## config.mk

```make
export PLATFORM = sky130hd
export DESIGN_NAME = iptrie_front
export DESIGN_NICKNAME = d
export VERILOG_FILES = /design/src/design/iptrie_pkg.sv /design/src/design/iptrie_front.sv
export SDC_FILE = /design/constraint.sdc
export NUM_CORES = 1
export LEC_CHECK = 0
export BUFFER_PORTS_ARGS = -buffer_cell sky130_fd_sc_hd__buf_4
export CORE_ASPECT_RATIO = 0.75
export CORE_MARGIN = 3
export CORE_UTILIZATION = 50
export DETAILED_ROUTE_END_ITERATION = 12
export PLACE_DENSITY = 0.85
export SETUP_SLACK_MARGIN = 0.15
export SYNTH_ARGS = -nofsm -noshare
export SYNTH_HDL_FRONTEND = slang
export SYNTH_SLANG_ARGS = --single-unit
```

## constraint.sdc

```tcl
create_clock -name clk -period 8.5 [get_ports clk]
set_clock_uncertainty 0.15 [all_clocks]
set_input_delay 1.7 -clock clk [delete_from_list [all_inputs] [get_ports clk]]
set_output_delay 1.7 -clock clk [all_outputs]
set_load 0.005 [all_outputs]
```

## src/design/iptrie_pkg.sv

```systemverilog
// shared types and constants for the ipv6 trie lookup block
`timescale 1ns / 1ps
package iptrie_pkg;
  localparam int NodesDefault = 4096;
  localparam int AddrBits = 128;
  localparam int HalfBits = 64;
  localparam int LenW = 8;
  localparam logic MODE_INSERT = 1'b0;
  localparam logic MODE_LOOKUP = 1'b1;

  typedef struct packed {
    logic           mode;
    logic [63:0]    addr_hi;
    logic [63:0]    addr_lo;
    logic [LenW-1:0] len;
  } job_t;

  typedef struct packed {
    logic           found;
    logic           status;
    logic [LenW-1:0] match_len;
    logic [63:0]    match_hi;
    logic [63:0]    match_lo;
  } res_t;
endpackage

```

## src/design/iptrie_front.sv

```systemverilog
// front end: accepts items, clamps the prefix length, queues jobs
`timescale 1ns / 1ps
module iptrie_front (
  input  logic               clk,
  input  logic               rst,
  input  logic               in_valid,
  output logic               in_ready,
  input  logic [136:0]       in_data,
  output logic               job_valid,
  input  logic               job_ready,
  output iptrie_pkg::job_t   job
);
  import iptrie_pkg::*;
  // two-entry queue
  job_t q [2];
  logic wp, rp;
  logic [1:0] cnt;
  job_t inj;
  logic push, pop;

  always_comb begin
    inj.mode = in_data[0];
    inj.addr_hi = in_data[64:1];
    inj.addr_lo = in_data[128:65];
    inj.len = (in_data[136:129] > LenW'(AddrBits)) ? LenW'(AddrBits) : in_data[136:129];
  end

  assign in_ready = (cnt != 2'd2);
  assign push = in_valid && in_ready;
  assign job_valid = (cnt != 2'd0);
  assign pop = job_valid && job_ready;
  assign job = q[rp];

  always_ff @(posedge clk) begin
    if (push) q[wp] <= inj;
  end

  always_ff @(posedge clk) begin
    if (rst) begin
      wp <= 1'b0;
      rp <= 1'b0;
      cnt <= 2'd0;
    end else begin
      if (push) wp <= ~wp;
      if (pop) rp <= ~rp;
      cnt <= cnt + 2'(push) - 2'(pop);
    end
  end
endmodule

```

# Yosys cells after proc, flatten, opt, wreduce, memory -nomap -nowiden
# Memory sizes are Yosys's and may differ from the RTL's. A register that Yosys moved wholly into a read port is not among the register bits.
# Index checks and enable logic that the tools add are counted.
# totals
ff_bits	4
ramBits	274
memories	1
# classes
n_bitwise	2
n_lt_le_gt_ge	1
n_reduce_logical	3
n_addsub	2
muxes	5
n_eq_ne	1
# memory_table
name	words	width	rd	rd_ports_with_merged_regs	write_ports	line	text
q	2	137	1	1	1	iptrie_front.sv:15	job_t q [2];
# ops
cell	count
8-bit greater-than comparator (second input constant)	1
8-bit two-way mux	1
1-bit two-way mux	4
2-bit by 1-bit adder with 2-bit output	1
1-bit logical AND	2
2-bit inequality test (second input constant)	1
1-bit inverter	2
2-bit nonzero test	1
2-bit by 1-bit subtractor with 2-bit output	1

# Logic depth before layout (Yosys ltp)
# depth
word_depth	4
mapped_depth	6
ltp_nobuf	6

# Worst setup path after synthesis
# No wires, ideal clock.
# synth_path
kind	in2reg
start	input port in_valid
end	memory q[1][0] in the netlist's numbering, enable pin
arrival_time_ns	4.899
required_ns	7.837
path_slack_ns	2.937
cell_stages	1
cell_sequence	and3_1
# synth_via
elab_chain_len	3
# synth_lines
item	line	text
start: declaration	iptrie_front.sv:6	input logic in_valid,
1-bit logical AND	iptrie_front.sv:29	assign push = in_valid && in_ready;
1-bit two-way mux	iptrie_front.sv:35	if (push) q[wp] <= inj;
1-bit two-way mux (implied by the code)	iptrie_front.sv:35	
end: declaration	iptrie_front.sv:15	
# Every way passes these cells.

==> qor.txt <==
WL/cell: 20.1 µm
Reg-to-reg startpoint: cnt[0]
Post-route DRC: 0
Status: completed
Layout fillers: 1247
Die X-Extent: 171 µm
CP dominant cell by count: buf_4
Synth Area in Compound Gates: 0.502%
Syn Nets: 605
Final setup viols: 0
DRT Pass-1 Iters: 5
Initial antenna violation count: 0
H-tree levels: 1
Slowest-stage cell, CP: dfxtp_4
Post-CTS Resized: 0
Crit path launch type: flop
Max Cap Viol: 0
Port buffer count: 279
Top cell type by total area after synthesis: edfxtp_1
Post-DP HPWL: 13.8 mm
Setup Buffers After CTS: 0
Crit path cell chain: buf_4 > mux2_2 > buf_4
Final wirelength: 20.7 mm
Slew Limit Fails: 0
DR vias/cell: 5.16
Initial Util: 51.9%
Synth top area share: 80.5%
Worst hold-check slack: 0.365 ns
CTS tree: built
Top Ports: 280
Post-synthesis simple-gate area fraction: 1.11%
GRT overflow: 0
Via count: 5310
Final Hold Vio Count: 0
CP arrival: 2.97 ns
Yosys warns: 0
DR iter-0 viols: 407
Period Utilization, post-route: 56.7%
Die Ht: 130 µm
Synth Area in XOR/XNOR: 0.0856%
Worst Hold Launch: rp
Die Area: 22200 µm²
Largest net degree at the start of global routing: 85
# rows: 44
Worst IR Drop VDD: 0.222 mV
Multiplexer share of the synthesized area: 15.2%
ANT nets after route: 0
Final nets: 899
Pleak: 4.97 nW
Crit path time final: 4.82 ns
Area contributors post-synth: edfxtp_1 (80%), mux2_2 (15%), buf_6 (1.1%)
CP Data Required Time: 6.65 ns
Total CTS buffers: 26
# clock sinks: 279
Pwr dens: 271 nW/µm²
Final TNS setup: 0 ns
Vias in the first global route: 5489
N_diodes: 0
Worst-margin pin slew: 1.18 ns
Core footprint: 19700 µm²
Worst Setup End Kind: output pin
Avg Cell Area, Syn: 22.1 µm²
Critical path class: flop to output pin
Worst slew margin: 21.7%
Synth unique cells: 24
Register area share after synthesis: 81.4%
Cts hold-fix bufs: 0
Crit Path Max Fanout: 71
Achievable Freq: 0.207 GHz
Clock buffer depth: 3
Mapped Cells: 463
Overall Global Routing Usage: 17.6%
Root Driver: clkbuf_16
RSZ-0062 raised after global routing: no
Worst-skew pair later-pin latency: 0.51 ns
Worst min path class: flop to flop
Routability cong.: 0.775
CTS clk-pin slew, worst paths: 0.06 ns
Largest family of logic cells by synthesized area: multiplexers
Share of cells above drive strength 1: 59.4%
Mapped cell area: 10200 µm²
Adder-cell share of the synthesized area: 0.122%
CP max stage delay: 0.91 ns
Area growth from synthesis to layout: 30.9%
First-pass GRT wire length: 30.2 mm
#FFs+latches synth: 279
[per-stage QoR]
stage	total power (W)	setup slack (ns)	cells	util (%)	area [µm²]
after global placement	0.00247	4.28	982	63.5	12500
after detailed placement	0.00250	4.20	982	63.5	12500
after CTS	0.00367	3.66	1029	67.9	13400
after global routing	0.00378	3.51	1029	67.9	13400
after floorplan	0.00214	2.94	463	-	10200
final	0.00363	3.68	1029	67.9	13400
[sequential cells by signal, indices dropped and copies added (netlist names), named ones only]
| register | flops |
|---|---|
| wp | 1 |
| rp | 1 |
| q | 274 |
| cnt | 2 |
[critical path: cells and delay by family, from the launching register on]
kind,cells,cell delay [ns]
buffers and inverters,2,0.97
DFF,1,0.91
muxes,1,0.44
[per-layer routing]
metal | wire, µm | up-vias | global-route usage, %
li1 | - | 2425 | -
met1 | 8040 | 2612 | 22.4
met2 | 10100 | 240 | 29.8
met3 | 2060 | 33 | 5.66
met4 | 472 | 0 | 4.49
met5 | 0 | - | 0
[final cells by class]
type / count / area (µm²) / share of cell area, %
sequential: 279 / 8330 / 62.2
timing repair buffer: 282 / 2120 / 15.8
multi-input combinational: 167 / 1750 / 13.0
clock buffer: 32 / 694 / 5.19
tap: 253 / 317 / 2.36
clock inverter: 15 / 176 / 1.32
inverter: 1 / 6.26 / 0.0467
[placed cells by master, fill, tap and decap left out, types with 2 or more instances in the layout]
master | Yosys | layout
buf_4 | 5 | 282
edfxtp_1 | 274 | 274
mux2_2 | 137 | 137
clkbuf_16 | 0 | 27
nor2b_1 | 9 | 9
nor2_1 | 5 | 5
clkinv_1 | 0 | 5
clkbuf_1 | 1 | 5
bufinv_16 | 0 | 4
dfxtp_1 | 5 | 4
clkinv_2 | 0 | 3
clkinvlp_4 | 0 | 3
o21ai_0 | 2 | 2
[power by group]
part | switching (W) | internal (W) | total [W] | leakage [nW]
Clock | 0.000465 | 0.000700 | 0.00116 | 0.415
Sequential | 0.0000698 | 0.00168 | 0.00175 | 2.61
Combinational | 0.000295 | 0.000423 | 0.000718 | 1.95
Total | 0.000829 | 0.00280 | 0.00363 | 4.97
[synth_stat cells (all sizes together)]
library cell / instances
nor2b: 9
mux2: 138
a32oi: 1
nand3b: 1
nand2b: 1
a211oi: 1
xor2: 1
nand3: 1
a21oi: 1
and2b: 1
clkbuf: 1
ha: 1
nor2: 5
dfxtp: 5
a21bo: 2
buf: 15
and3: 1
or2: 1
o21ai: 2
edfxtp: 274
inv: 1
[path summary, 6_finish.rpt]
path / slack [ns] / depth (start not counted) / end
max: 3.68 / 3 / job[114]
min: 0.36 / 2 / flop
max reg2reg: 5.46 / 4 / q[0][41]
min reg2reg: 0.36 / 2 / flop
[kinds of logic after synthesis]
group	Yosys count
compound gates	7
xor+xnor	1
fa+ha+maj	1
buf+inv	17
flops	279
mux	138
simple gates	20
Note: power is estimated with default switching activity, not from simulation.
